==> config.mk <==
export PLATFORM = sky130hd
export DESIGN_NAME = byte_pointer_unit_flat
export DESIGN_NICKNAME = d
export VERILOG_FILES = /design/src/bpu_pkg.sv /design/src/bpu_if.sv /design/src/bpu_ptr_incr.sv /design/src/bpu_byte_field.sv /design/src/byte_pointer_unit.sv /design/src/flat_wrapper.sv
export SDC_FILE = /design/constraint.sdc
export NUM_CORES = 1
export LEC_CHECK = 0
export ABC_AREA = 1
export BUFFER_PORTS_ARGS = -buffer_cell sky130_fd_sc_hd__buf_2
export CORE_AREA = 2 2 205 257
export DETAILED_ROUTE_END_ITERATION = 12
export DIE_AREA = 0 0 207 259
export SYNTH_ARGS = -nofsm -noshare
export SYNTH_HDL_FRONTEND = slang
export SYNTH_SLANG_ARGS = --single-unit
export TNS_END_PERCENT = 10
==> constraint.sdc <==
create_clock -name clk -period 7.65 [get_ports clk]
set_input_delay 1.53 -clock clk [delete_from_list [all_inputs] [get_ports clk]]
set_output_delay 1.53 -clock clk [all_outputs]
set_load 0.02 [all_outputs]
==> src/bpu_pkg.sv <==
// Shared types, field positions and operation codes for the byte pointer unit.
// No dependencies; every other file depends on this package.
package bpu_pkg;

  localparam int WORD_BITS  = 36;
  localparam int FIELD_BITS = 6;
  localparam int Y_BITS     = 18;
  localparam int P_LSB      = 30;
  localparam int S_LSB      = 24;

  typedef logic [WORD_BITS-1:0]  word_t;
  typedef logic [FIELD_BITS-1:0] field6_t;
  typedef logic [Y_BITS-1:0]     yaddr_t;
  typedef logic [2:0]            op_code_t;

  typedef enum logic [2:0] {
    OP_LDB  = 3'd0,
    OP_DPB  = 3'd1,
    OP_IBP  = 3'd2,
    OP_ILDB = 3'd3,
    OP_IDPB = 3'd4
  } op_t;

  // What an operation does: advance the pointer, load a byte, deposit a byte.
  typedef struct packed {
    logic incr;
    logic load;
    logic dep;
  } ctl_t;

  function automatic ctl_t decode_op(op_code_t code);
    ctl_t c;
    c = '0;
    case (code)
      OP_LDB:  c.load = 1'b1;
      OP_DPB:  c.dep  = 1'b1;
      OP_IBP:  c.incr = 1'b1;
      OP_ILDB: begin
        c.incr = 1'b1;
        c.load = 1'b1;
      end
      OP_IDPB: begin
        c.incr = 1'b1;
        c.dep  = 1'b1;
      end
      default: c = '0;
    endcase
    return c;
  endfunction

endpackage

==> src/bpu_if.sv <==
// Valid/ready channel interfaces for byte pointer requests and results.
// Depends on bpu_pkg for the word and code types.
interface bpu_req_if;
  logic               valid;
  logic               ready;
  bpu_pkg::op_code_t  req_type;
  bpu_pkg::word_t     pointer_word;
  bpu_pkg::word_t     data_word;
  bpu_pkg::word_t     acc_word;

  modport source (output valid, req_type, pointer_word, data_word, acc_word,
                  input ready);
  modport sink   (input valid, req_type, pointer_word, data_word, acc_word,
                  output ready);
endinterface

interface bpu_rsp_if;
  logic           valid;
  logic           ready;
  bpu_pkg::word_t new_pointer;
  logic           pointer_write;
  bpu_pkg::word_t byte_value;
  logic           acc_write;
  bpu_pkg::word_t new_word;
  logic           word_write;

  modport source (output valid, new_pointer, pointer_write, byte_value, acc_write,
                  new_word, word_write, input ready);
  modport sink   (input valid, new_pointer, pointer_write, byte_value, acc_write,
                  new_word, word_write, output ready);
endinterface

==> src/bpu_ptr_incr.sv <==
// Pointer advance: step P down by S, wrap to the next word when it underflows.
// Depends on bpu_pkg.
module bpu_ptr_incr (
  input  bpu_pkg::word_t   pointer_word,
  input  logic             incr,
  output bpu_pkg::word_t   new_pointer,
  output bpu_pkg::field6_t p_eff
);
  import bpu_pkg::*;

  field6_t p;
  field6_t s;
  yaddr_t  y;
  field6_t p_next;
  yaddr_t  y_next;

  always_comb begin
    p = pointer_word[P_LSB +: FIELD_BITS];
    s = pointer_word[S_LSB +: FIELD_BITS];
    y = pointer_word[Y_BITS-1:0];
    if (p >= s) begin
      p_next = p - s;
      y_next = y;
    end else begin
      // wrap: six-bit difference, so oversize S lands modulo 64
      p_next = FIELD_BITS'(WORD_BITS) - s;
      y_next = y + yaddr_t'(1);
    end
    if (incr) begin
      new_pointer = {p_next, pointer_word[P_LSB-1:Y_BITS], y_next};
      p_eff       = p_next;
    end else begin
      new_pointer = pointer_word;
      p_eff       = p;
    end
  end

endmodule

==> src/bpu_byte_field.sv <==
// Byte extract and deposit on a 36-bit word, given position P and size S.
// Depends on bpu_pkg.
module bpu_byte_field (
  input  bpu_pkg::word_t   data_word,
  input  bpu_pkg::word_t   acc_word,
  input  bpu_pkg::field6_t p,
  input  bpu_pkg::field6_t s,
  input  bpu_pkg::ctl_t    ctl,
  output bpu_pkg::word_t   byte_value,
  output bpu_pkg::word_t   new_word
);
  import bpu_pkg::*;

  word_t mask;
  word_t field_mask;
  word_t field_val;

  always_comb begin
    // sizes of a word or more saturate to a full mask
    if (s >= FIELD_BITS'(WORD_BITS)) mask = '1;
    else                            mask = ~({WORD_BITS{1'b1}} << s);
    // bits shifted past bit 35 drop out; P of 36 or more empties the field
    field_mask = mask << p;
    field_val  = (acc_word & mask) << p;
    byte_value = ctl.load ? ((data_word >> p) & mask) : '0;
    new_word   = ctl.dep ? ((data_word & ~field_mask) | field_val) : '0;
  end

endmodule

==> src/byte_pointer_unit.sv <==
// Byte pointer unit: LDB, DPB, IBP, ILDB and IDPB on 36-bit words.
// Depends on bpu_pkg, bpu_if, bpu_ptr_incr and bpu_byte_field.
//
// One request is taken per clock when the result side keeps up, so the
// sustained rate is one transfer per cycle. A request passes from its transfer
// through the input register and then the result register, with the pointer
// advance, mask build and barrel shifts in the logic between them. While a
// finished result waits, a new request is still taken as long as the input
// register is empty; with both registers full the request side stalls, and
// its ready then follows the result side's ready in the same cycle. The
// increment forms advance the pointer first
// (P = P - S, and on underflow P = 36 - S modulo 64 with Y stepping by one,
// 18-bit wrap); the load and deposit then use the advanced P. Codes five to
// seven return the pointer unchanged with every write flag low and the byte
// and word fields zero. There is no state beyond the two registers, no
// configuration and no clearing pass after reset.
module byte_pointer_unit (
  input logic  clk,
  input logic  rst,
  bpu_req_if.sink   req,
  bpu_rsp_if.source rsp
);
  import bpu_pkg::*;

  // input register
  logic     s1_valid;
  op_code_t s1_op;
  word_t    s1_ptr;
  word_t    s1_data;
  word_t    s1_acc;
  logic     s1_adv;

  // result register
  logic  out_valid;
  word_t out_pointer;
  logic  out_pointer_write;
  word_t out_byte;
  logic  out_acc_write;
  word_t out_word;
  logic  out_word_write;

  // between the registers
  ctl_t    ctl;
  word_t   ptr_adv;
  field6_t p_eff;
  word_t   byte_res;
  word_t   word_res;

  // Advance the input register whenever the result register is free or drains.
  assign s1_adv    = s1_valid && (!out_valid || rsp.ready);
  assign req.ready = !s1_valid || s1_adv;

  always_ff @(posedge clk) begin
    if (rst) begin
      s1_valid <= 1'b0;
    end else if (req.ready) begin
      s1_valid <= req.valid;
    end
  end

  // Payload holds unless a transfer lands.
  always_ff @(posedge clk) begin
    if (req.valid && req.ready) begin
      s1_op   <= req.req_type;
      s1_ptr  <= req.pointer_word;
      s1_data <= req.data_word;
      s1_acc  <= req.acc_word;
    end
  end

  assign ctl = decode_op(s1_op);

  bpu_ptr_incr u_ptr_incr (
    .pointer_word (s1_ptr),
    .incr         (ctl.incr),
    .new_pointer  (ptr_adv),
    .p_eff        (p_eff)
  );

  // S is never touched by the advance, so take it from the held pointer.
  bpu_byte_field u_byte_field (
    .data_word  (s1_data),
    .acc_word   (s1_acc),
    .p          (p_eff),
    .s          (s1_ptr[S_LSB +: FIELD_BITS]),
    .ctl        (ctl),
    .byte_value (byte_res),
    .new_word   (word_res)
  );

  always_ff @(posedge clk) begin
    if (rst) begin
      out_valid <= 1'b0;
    end else if (!out_valid || rsp.ready) begin
      out_valid <= s1_valid;
    end
  end

  always_ff @(posedge clk) begin
    if (s1_adv) begin
      out_pointer       <= ptr_adv;
      out_pointer_write <= ctl.incr;
      out_byte          <= byte_res;
      out_acc_write     <= ctl.load;
      out_word          <= word_res;
      out_word_write    <= ctl.dep;
    end
  end

  assign rsp.valid         = out_valid;
  assign rsp.new_pointer   = out_pointer;
  assign rsp.pointer_write = out_pointer_write;
  assign rsp.byte_value    = out_byte;
  assign rsp.acc_write     = out_acc_write;
  assign rsp.new_word      = out_word;
  assign rsp.word_write    = out_word_write;

`ifndef SYNTHESIS
  // A transfer always leaves an item in the input register.
  a_take_fills: assert property (@(posedge clk) disable iff (rst)
    (req.valid && req.ready) |=> s1_valid)
    else $error("accepted request missing from input register");

  // A held item that cannot move keeps its operation code.
  a_s1_hold: assert property (@(posedge clk) disable iff (rst)
    (s1_valid && !s1_adv) |=> (s1_valid && $stable(s1_op) && $stable(s1_ptr)))
    else $error("stalled input register changed");

  // Load and deposit never both write.
  a_one_target: assert property (@(posedge clk) disable iff (rst)
    out_valid |-> !(out_acc_write && out_word_write))
    else $error("result writes both accumulator and memory");

  // Fields of unused results stay zero.
  a_unused_zero: assert property (@(posedge clk) disable iff (rst)
    out_valid |-> ((out_acc_write || out_byte == '0) &&
                   (out_word_write || out_word == '0)))
    else $error("unused result field not zero");

  // Without an advance the pointer comes back as it went in.
  a_ptr_kept: assert property (@(posedge clk) disable iff (rst)
    (s1_adv && !ctl.incr) |=> (out_pointer == $past(s1_ptr)))
    else $error("pointer changed without increment");
`endif

endmodule
==> src/flat_wrapper.sv <==
// flat-port wrapper written by rule: the top's interface ports become plain ports
module byte_pointer_unit_flat import bpu_pkg::*;
  (clk, rst, req_valid, req_req_type, req_pointer_word, req_data_word, req_acc_word, req_ready, rsp_valid, rsp_new_pointer, rsp_pointer_write, rsp_byte_value, rsp_acc_write, rsp_new_word, rsp_word_write, rsp_ready);
  bpu_req_if req_i ();
  bpu_rsp_if rsp_i ();
  input logic clk;
  input logic rst;
  input wire logic [$bits(req_i.valid)-1:0] req_valid;
  input wire logic [$bits(req_i.req_type)-1:0] req_req_type;
  input wire logic [$bits(req_i.pointer_word)-1:0] req_pointer_word;
  input wire logic [$bits(req_i.data_word)-1:0] req_data_word;
  input wire logic [$bits(req_i.acc_word)-1:0] req_acc_word;
  output wire logic [$bits(req_i.ready)-1:0] req_ready;
  output wire logic [$bits(rsp_i.valid)-1:0] rsp_valid;
  output wire logic [$bits(rsp_i.new_pointer)-1:0] rsp_new_pointer;
  output wire logic [$bits(rsp_i.pointer_write)-1:0] rsp_pointer_write;
  output wire logic [$bits(rsp_i.byte_value)-1:0] rsp_byte_value;
  output wire logic [$bits(rsp_i.acc_write)-1:0] rsp_acc_write;
  output wire logic [$bits(rsp_i.new_word)-1:0] rsp_new_word;
  output wire logic [$bits(rsp_i.word_write)-1:0] rsp_word_write;
  input wire logic [$bits(rsp_i.ready)-1:0] rsp_ready;
  assign req_i.valid = req_valid;
  assign req_i.req_type = req_req_type;
  assign req_i.pointer_word = req_pointer_word;
  assign req_i.data_word = req_data_word;
  assign req_i.acc_word = req_acc_word;
  assign req_ready = req_i.ready;
  assign rsp_valid = rsp_i.valid;
  assign rsp_new_pointer = rsp_i.new_pointer;
  assign rsp_pointer_write = rsp_i.pointer_write;
  assign rsp_byte_value = rsp_i.byte_value;
  assign rsp_acc_write = rsp_i.acc_write;
  assign rsp_new_word = rsp_i.new_word;
  assign rsp_word_write = rsp_i.word_write;
  assign rsp_i.ready = rsp_ready;
  byte_pointer_unit u_core (.clk(clk), .rst(rst), .req(req_i), .rsp(rsp_i));
endmodule
# == Yosys cells after proc, flatten, opt, wreduce, memory -nomap -nowiden ==
# Cells that the tools add are included.
# op_classes
addsub,3
magnitude_cmp,2
eq_ne,4
shifts,4
n_mux,8
bitwise,6
reduce_logical,10
# ops
op,n
$and 36x36->36,3
$mux 36,2
$not 36->36,2
$shl 36x6->36,2
$or 36x36->36,1
$shl 36x6->36 const A,1
$shr 36x6->36,1
$add 18x1->18 const B,1
$mux 18,1
$mux 6,2
$eq 3x2->1 const B,2
$ge 6x6->1,1
$ge 6x6->1 const B,1
$sub 6x6->6,1
$sub 6x6->6 const A,1
$reduce_or 2->1,2
$eq 3x1->1 const B,1
$eq 3x3->1 const B,1
$logic_not 3->1,1
$mux 1,3
$reduce_or 3->1,1
$logic_and 1x1->1,2
$logic_not 1->1,2
$logic_or 1x1->1,2
# word_totals
ff_bits,224
in_bits,115
output_inout_bits,113
elab_cells,49

# == Longest topological paths before layout ==
# Gate-level depths: netlist (run 1).
# depth
word_depth,8
ltp_mapped,24
mapped_depth_nobuf,22

# == Modules after synthesis ==
# From an unflattened synthesis (run 1), not the netlist that was laid out.
# unflattened
cells_unflattened,1901
area_unflattened_um2,14634.0
# modules_own_cells
mod,n_inst,cells_each,area_each_um2
byte_pointer_unit,1,242,6795.3
bpu_byte_field,1,1455,6697.7
bpu_ptr_incr,1,204,1141.1

# == Least setup slack after synthesis (run 1) ==
# OpenSTA, ideal clock, no wires.
# synth_timing
path_type,input to register
start,in rsp_ready
end,reg u_core.out_acc_write (netlist: u_core.rsp.acc_write) (enable)
setup_ns,0.618
t_arrival_ns,6.920
path_slack_ns,0.112
cell_stages,2
path_buffers,0
cell_sequence,inv_1 > a21oi_1
# synth_via
elab_chain_len,2
# synth_rtl
element,line_no,source
from (decl),flat_wrapper.sv:21,input wire logic [$bits(rsp_i.ready)-1:0] rsp_ready;
$logic_or 1x1->1,byte_pointer_unit.sv:50,assign s1_adv = s1_valid && (!out_valid || rsp.ready);
$logic_and 1x1->1,byte_pointer_unit.sv:50,
via u_core.s1_adv,byte_pointer_unit.sv:31,logic s1_adv;
to (signal assigned),byte_pointer_unit.sv:104,out_acc_write <= ctl.load;
to (decl),byte_pointer_unit.sv:38,logic out_acc_write;
# The timed path passes the listed nets, and every way through them passes these cells.
# A chain may end at the register's enable or synchronous reset.

# == Worst setup path in the final report (run 1) ==
# layout_timing
start,reg u_core.s1_ptr[29]
end,reg u_core.out_byte[24] (netlist: u_core.rsp.byte_value[24]) (data pin)
# layout_via
elab_chain_len,5
word_cells_on_any_way,11
cone_classes,add/sub (2); order compare (2); shift (2); mux (3); bitwise (2)
# layout_rtl
element,line_no,source
from (decl),byte_pointer_unit.sv:28,word_t s1_ptr;
from (signal assigned),byte_pointer_unit.sv:65,s1_ptr <= req.pointer_word;
"$sub 6x6->6, or another cell as far along",bpu_ptr_incr.sv:26,p_next = FIELD_BITS'(WORD_BITS) - s;
$mux 6,bpu_ptr_incr.sv:21,if (p >= s) begin
$mux 6,bpu_ptr_incr.sv:29,if (incr) begin
$shr 36x6->36,bpu_byte_field.sv:25,byte_value = ctl.load ? ((data_word >> p) & mask) : '0;
$and 36x36->36 (*),bpu_byte_field.sv:25,
to (signal assigned),byte_pointer_unit.sv:103,out_byte <= byte_res;
to (decl),byte_pointer_unit.sv:37,word_t out_byte;
# Mark *: on every way between the ends. The rest lies on a longest branch, timed or not.

==> impl_results.md, run 1 <==
* Run status: finished, final reports clean
* Via density per instance at 5.358
* R2R Setup Slk at 2.25 ns
* Die height at 259 µm
* Die Width at 207 µm
* Clk pwr share at 29.9%
* Multi-input gate area at 6880 µm²
* Synth Warn # at 0
* Seq pwr share at 37.4%
* Critical R2R Capture: u_core.rsp.byte_value[24]
* Post-synth EDFFs at 222
* Hold Slack at 0.4212 ns
* CTS tree: built
* Hold Crit Class: register to register
* Postcts setup bufs at 0
* Final wirelength at 60200 µm
* Max-slew headroom at 24.36%
* Lkg Pwr at 7.469 nW
* Die area at 53610 µm²
* Peak VDD IR at 154.7 µV
* Slew Limit Fails at 0
* Global Route Usage Sum at 21.67%
* Worst reg2reg path depth at 14
* Synth cell types at 48
* Final setup vio count at 0
* Mapped Area at 14680 µm²
* Power Density at 231.3 nW/µm²
* RD Place Congestion at 1.020
* CP Data Required Time at 7.96 ns
* Share of the core filled with cells at 33.29%
* Fillers at 5538
* Most used DFF post-synth: edfxtp_1
* Clock tree root buffer cell: clkbuf_16
* Mapped Avg Cell Area at 7.604 µm²
* Post-CTS resize count at 0
* Largest net degree at the start of global routing at 101
* Row count at 93
* Fin Clk Skew at 0.03086 ns
* Port Buffers at 227
* HPWL after DPL at 45470 µm
* Final critical-path required period at 5.398 ns
* Net Count, Synth at 2058
* Initial antenna violation count at 11
* Sequential cell area at 6706 µm²
* Commonest non-fill, non-tap cell in the layout: nand2_1
* Yosys top cell area share at 45.40%
* Share of cells above drive strength 1 at 15.73%
* Io pins at 228
* Switching share of total power at 38.08%
* Nets at 2217
* Detailed Route Iter0 Violations at 1554
* Fmax at 185.2 MHz
* Hold_buf cts at 0
* Synth Instances at 1931
* Worst slew pin tran at 1.128 ns
* Critical Path Fanout Max at 38
* Worst hold start: u_core.s1_ptr[22]
* Hold Crit Depth at 0
* Seq cells post-synth at 224
* Sw Pwr at 1.501 mW
* Hold Vio Cnt, Final at 0
* First-pass GRT wire length at 88740 µm
* Most frequent cells in the layout: nand2_1 (587), nand3_1 (465), buf_2 (227), edfxtp_1 (222), inv_1 (130)
* Comb pwr share at 32.7%
* TritonCTS Buffers at 26
* Crit. End Element: register
* Pre-antenna DRT Iters at 6
* Post-synth ARST share at 0%
* Cell-internal power at 2.441 mW
* Clock sink count at 224
* Vias in the first global route at 14.17k
* Post-synthesis sequential area ratio at 45.68%
* Area leader, netlist: edfxtp_1
* Via count at 14.88k
* DR WL/cell at 21.68 µm
* Initial Util at 28.68%
* CTS max path bufs at 3
* Worst Path Arrival at 5.70 ns
* Tcrit/Tclk final at 70.57%
* Area growth syn-to-layout at 16.07%
* Pwr Total at 3.942 mW
* Synth top area cells: edfxtp_1 (45%), nand3_1 (16%), nand2_1 (15%)
* Clk slew on worst S/H paths at 0.06 ns
* Crit start category: register
* Clock Latency Late Sink at 0.58 ns
* Max Cap Viol at 0
* R2r startpoint: u_core.s1_ptr[29]
* DRT antenna net count at 0
* GR Overflow Total at 0
* H-tree Lvls at 1
* Drt drc at 0
* Core area at 51200 µm²
* WHS Endpoint: u_core.rsp.new_pointer[22]
* RSZ-0062 raised after global routing: no
* CP Class: register to register
* Setup TNS Final at 0 ns
[logic make-up (layout without fill, tap and decap cells)]
logic type | Yosys count | in the layout | synth area share [%]
other | 0 | 2 | 0
AND/OR/NAND/NOR | 1206 | 1206 | 36.25
buffers and inverters | 257 | 436 | 7.780
multiplexers | 4 | 4 | 0.2812
adder cells (fa/ha/maj) | 12 | 12 | 1.074
flip-flops | 224 | 224 | 45.68
XOR/XNOR | 23 | 23 | 1.372
AO/OA/AOI/OAI | 205 | 205 | 7.567
[synthesized netlist by cell type (8+ instances only)]
library cell / n
o211ai_1: 11
a21oi_1: 69
edfxtp_1: 222
nor2_1: 86
clkbuf_1: 24
ha_1: 11
inv_1: 131
o21ai_0: 36
nand3_1: 465
buf_2: 64
a211oi_1: 8
nand4_1: 17
o21ai_1: 69
xor2_1: 16
inv_2: 8
nor2_2: 11
nand2_1: 589
buf_4: 16
nor3_1: 13
[power groups by stage]
stage	logic, mW	registers (mW)	clock network [mW]
2_1_floorplan	0.850	1.52	0
3_3_place_gp	1.26	1.50	0
3_5_place_dp	1.26	1.50	0
4_1_cts	1.27	1.48	1.21
5_1_grt	1.40	1.48	1.26
6_report	1.29	1.48	1.18
[worst max path at each step]
stage	start	end	cells after the start
after floorplan	rsp_ready	u_core.rsp.acc_write	2
after global placement	u_core.s1_ptr[29]	u_core.rsp.byte_value[24]	14
after detailed placement	u_core.s1_ptr[29]	u_core.rsp.byte_value[24]	14
after CTS	u_core.s1_ptr[29]	u_core.rsp.byte_value[24]	14
after global routing	u_core.s1_ptr[29]	u_core.rsp.byte_value[24]	14
final	u_core.s1_ptr[29]	u_core.rsp.byte_value[24]	14
[sequential cells by signal (all words and copies together) (netlist names)]
signal,cells
u_core.rsp.byte_value,36
u_core.rsp.acc_write,1
u_core.rsp.new_pointer,36
u_core.s1_acc,36
u_core.rsp.word_write,1
u_core.s1_data,36
u_core.s1_ptr,36
u_core.rsp.new_word,36
u_core.s1_valid,1
u_core.rsp.pointer_write,1
u_core.rsp.valid,1
u_core.s1_op,3
[through the flow]
| stage | setup WS [ns] | instance area [µm²] | std cells |
|---|---|---|---|
| floorplan | 0.1122 | 14680 | 1931 |
| global placement | 2.464 | 16240 | 2727 |
| detailed placement | 2.373 | 16240 | 2727 |
| CTS | 2.360 | 17040 | 2775 |
| global route | 2.022 | 17040 | 2776 |
| finish | 2.252 | 17040 | 2777 |
[per-layer routing]
metal,GRT usage [%],vias to the layer above,routed length [µm]
met5,0,-,115
met4,12.86,18,4088
met3,3.762,204,5178
met2,36.32,813,28280
met1,26.16,6933,22540
li1,-,6910,-
[worst max-delay path, cell delays in order (launching register included)]
cell and delay, ns:
edfxtp_1 0.59, inv_1 0.32, ha_1 0.43, a21oi_2 0.27
nand3_4 0.18, inv_2 0.10, nand2_1 0.05, nand2_1 0.06
nand2_1 0.05, o21ai_2 0.06, buf_4 0.45, inv_2 0.45
nor2_4 0.86, nand2_1 0.64, nor3_1 0.57
[cell type report]
class	count	share of cell area, %
clock buffer	30	3.906
multi-input combinational	1450	40.37
sequential	224	39.35
antenna	2	0.02937
inverter	141	3.128
timing repair buffer	247	7.547
clock inverter	18	0.7855
tap	665	4.882
No activity file was read; power rests on OpenSTA's default activity.
==> run 2: changes to the inputs <==
--- a/config.mk
+++ b/config.mk
@@ -5,11 +5,11 @@
 export SDC_FILE = /design/constraint.sdc
 export NUM_CORES = 1
 export LEC_CHECK = 0
-export ABC_AREA = 1
+export ABC_AREA = 0
 export BUFFER_PORTS_ARGS = -buffer_cell sky130_fd_sc_hd__buf_2
-export CORE_AREA = 2 2 205 257
+export CORE_AREA = 2 2 200 251
 export DETAILED_ROUTE_END_ITERATION = 12
-export DIE_AREA = 0 0 207 259
+export DIE_AREA = 0 0 202 253
 export SYNTH_ARGS = -nofsm -noshare
 export SYNTH_HDL_FRONTEND = slang
 export SYNTH_SLANG_ARGS = --single-unit
==> constraint.sdc (replaced) <==
create_clock -name clk -period 4.57 [get_ports clk]
set_input_delay 0.914 -clock clk [delete_from_list [all_inputs] [get_ports clk]]
set_output_delay 0.914 -clock clk [all_outputs]
set_load 0.02 [all_outputs]
==> impl_results.md, run 2 <==
* Run status: finished, final reports clean
* Crit. End Element: register
* Area growth syn-to-layout at 21.84%
* Global Route Usage Sum at 23.16% (+1.5 points)
* Sw Pwr at 2.366 mW (+58%)
* Crit path top cell by count: inv_1
* Synth Instances at 1296 (-33%)
* R2r startpoint: u_core.s1_ptr[30]
* Final setup vio count at 0 (unchanged)
* Core area at 48850 µm² (-4.6%)
* Detailed Route Iter0 Violations at 1399 (-10%)
* DRT antenna net count at 0 (unchanged)
* Critical R2R Capture: u_core.rsp.byte_value[8]
* HPWL after DPL at 47390 µm (+4.2%)
* Row count at 91 (-2.2%)
* CP Data Required Time at 4.85 ns (-3.11 ns)
* Clock tree root buffer cell: clkbuf_16
* R2R Setup Slk at 0.28 ns (-1.98 ns)
* Multi-input gate area at 6779 µm² (-1.5%)
* Critical Path Max Stage Delay at 0.52 ns (-0.34 ns)
* CTS tree: built
* Area leader, netlist: edfxtp_1
* GR Overflow Total at 0 (unchanged)
* Comb pwr share at 32.8% (about the same)
* Worst Path Arrival at 4.57 ns (-1.13 ns)
* Hold Crit Class: register to register
* Post-synth EDFFs at 222 (unchanged)
* Via count at 12.24k (-18%)
* Die area at 51110 µm² (-4.7%)
* Sequential cell area at 6706 µm² (unchanged)
* Hold_buf cts at 0 (unchanged)
* # placed instances at 2172 (-20%)
* Commonest non-fill, non-tap cell in the layout: buf_2
* Metal-1 WL at 23410 µm (+3.9%)
* Nets at 1674 (-24%)
* Fillers at 4960 (-10%)
* Most used DFF post-synth: edfxtp_1
* Power Density at 394.9 nW/µm² (+71%)
* Slew Limit Fails at 0 (unchanged)
* Share of cells above drive strength 1 at 26.84% (+11 points)
* Initial antenna violation count at 2 (-9)
* Hold Crit Depth at 0 (unchanged)
* Clock sink count at 224 (unchanged)
* Lkg Pwr at 6.760 nW (-9.5%)
* RSZ-0062 raised after global routing: no
* Hold Slack at 0.4180 ns (-0.003163 ns)
* Seq cells post-synth at 224 (unchanged)
* Post-synthesis sequential area ratio at 47.91% (+2.2 points)
* Critical Path Fanout Max at 25 (-34%)
* CP Class: register to register
* Synth cell types at 80 (+67%)
* Yosys top cell area share at 47.63% (+2.2 points)
* CP bufs+invs at 4 (unchanged)
* Clk slew on worst S/H paths at 0.06 ns (about the same)
* Largest net degree at the start of global routing at 81 (-20%)
* Final critical-path required period at 4.294 ns (-1.104 ns)
* Most frequent cells in the layout: buf_2 (227), edfxtp_1 (222), mux2i_1 (213), nand2_1 (128), nor2_1 (102)
* RD Place Congestion at 1.019 (about the same)
* Hold Vio Cnt, Final at 0 (unchanged)
* Tcrit/Tclk final at 93.96% (+23 points)
* Wire length on met2 at 28910 µm (+2.2%)
* Vias in the first global route at 12.25k (-14%)
* Via density per instance at 5.518 (+3.0%)
* Worst slew pin tran at 0.9446 ns (-0.1830 ns)
* Port Buffers at 227 (unchanged)
* Synth top area cells: edfxtp_1 (48%), mux2i_1 (15%), mux2_2 (3.5%)
* Fmax at 232.9 MHz (+26%)
* First-pass GRT wire length at 86330 µm (-2.7%)
* Synth Warn # at 0 (unchanged)
* Top Metal Used: met5
* Drt drc at 0 (unchanged)
* Critical path's top delay family: compound AO/OA/AOI/OAI gates
* CP Cell Sequence: inv_1, ha_1, inv_1, fa_1, a21oi_1, o22ai_1, o21ai_0, a31o_4, buf_4, buf_6, mux2i_1, mux2_2, a22oi_1, and2_1, a2111oi_1
* Mapped Area at 14000 µm² (-4.7%)
* Max-slew headroom at 37.03% (+13 points)
* Mapped Avg Cell Area at 10.80 µm² (+42%)
* Synth cell count leaders: edfxtp_1 (222), mux2i_1 (213), nand2_1 (128), nor2_1 (102), a21oi_1 (87)
* Top-count cell post-synth: edfxtp_1
* Initial Util at 28.66% (about the same)
* Fin Clk Skew at 0.02079 ns (-0.01007 ns)
* Crit start category: register
* H-tree Lvls at 1 (unchanged)
* Die Width at 202 µm (-2.4%)
* Post-synth ARST share at 0% (unchanged)
* Met3 wire length at 3687 µm (-29%)
* TritonCTS Buffers at 24 (-7.7%)
* Seq pwr share at 37.0% (-0.4 points)
* Crit. path cell count at 15 (+1)
* DR WL/cell at 27.35 µm (+26%)
* Io pins at 228 (unchanged)
* Finished Layout Cells at 2218 (-20%)
* Clock Latency Late Sink at 0.56 ns (-0.02 ns)
* Switching share of total power at 35.13% (-3.0 points)
* Pwr Total at 6.735 mW (+71%)
* Peak VDD IR at 292.5 µV (+89%)
* Die height at 253 µm (-2.3%)
* Setup crit start: u_core.s1_ptr[30]
* Clk pwr share at 30.2% (+0.3 points)
* Setup TNS Final at 0 ns (unchanged)
* Final wirelength at 60650 µm (+0.76%)
* Cell-internal power at 4.369 mW (+79%)
* CTS max path bufs at 3 (unchanged)
* Worst reg2reg path depth at 15 (+1)
* Slowest cell on the critical path: a2111oi_1
* Net Count, Synth at 1423 (-31%)
* Critical path endpoint: u_core.rsp.byte_value[8]
* Postcts setup bufs at 0 (unchanged)
* Max Cap Viol at 0 (unchanged)
* Pre-antenna DRT Iters at 5 (-1)
* Post-CTS resize count at 0 (unchanged)
[run 2: routing by layer]
| metal | vias to the layer above | global-route usage, % |
|---|---|---|
| met5 | - | 0 |
| met4 | 2 | 15.59 |
| met3 | 185 | 2.947 |
| met2 | 635 | 38.66 |
| met1 | 5970 | 27.96 |
| li1 | 5446 | - |
[run 2: cell type report]
| cell class | count | area share [%] |
|---|---|---|
| clock inverter | 17 | 1.196 |
| antenna | 2 | 0.02935 |
| inverter | 26 | 0.6016 |
| multi-input combinational | 962 | 39.75 |
| sequential | 224 | 39.32 |
| timing repair buffer | 309 | 10.73 |
| clock buffer | 27 | 3.588 |
| tap | 651 | 4.776 |
[run 2: power groups by stage]
stage,clock network [mW],registers (mW),logic (mW)
after floorplan,0,2.58,1.29
after global placement,0,2.53,2.17
after detailed placement,0,2.53,2.15
after CTS,2.10,2.49,2.16
after global routing,2.17,2.50,2.32
final,2.03,2.49,2.21
[run 2: how the worst min path moves through the flow]
stage	start	to
after global routing	u_core.s1_ptr[23]	u_core.rsp.new_pointer[23]
after CTS	u_core.s1_ptr[23]	u_core.rsp.new_pointer[23]
after detailed placement	u_core.s1_ptr[23]	u_core.rsp.new_pointer[23]
final	u_core.s1_ptr[23]	u_core.rsp.new_pointer[23]
after global placement	u_core.s1_ptr[18]	u_core.rsp.new_pointer[18]
after floorplan	u_core.s1_ptr[18]	u_core.rsp.new_pointer[18]
[run 2: metrics by stage]
stage | setup slack [ns] | cell area, µm² | utilization, %
after floorplan | 0.2474 | 14000 | -
after global placement | 0.3264 | 16230 | 33.22
after detailed placement | 0.2906 | 16230 | 33.22
after CTS | 0.2703 | 17040 | 34.89
after global routing | 0.07067 | 17050 | 34.91
final | 0.2759 | 17050 | 34.91
[run 2: worst register-to-register path, stage by stage, from the launching register on]
cell,delay [ns]
edfxtp_1,0.39
inv_1,0.07
ha_1,0.15
inv_1,0.07
fa_1,0.43
a21oi_1,0.26
o22ai_1,0.18
o21ai_0,0.25
a31o_4,0.28
buf_4,0.31
buf_6,0.33
mux2i_1,0.29
mux2_2,0.21
a22oi_1,0.11
and2_1,0.20
a2111oi_1,0.52
[run 2: cell families (layout without fill, tap and decap cells)]
| logic type | after synthesis | in the layout | synth area share (%) |
|---|---|---|---|
| flip-flops | 224 | 224 | 47.91 |
| XOR/XNOR | 24 | 24 | 1.502 |
| buffers and inverters | 110 | 379 | 3.826 |
| AO/OA/AOI/OAI | 303 | 303 | 14.40 |
| adder cells (fa/ha/maj) | 12 | 12 | 1.126 |
| multiplexers | 261 | 261 | 19.36 |
| AND/OR/NAND/NOR | 362 | 362 | 11.87 |
| other | 0 | 2 | 0 |
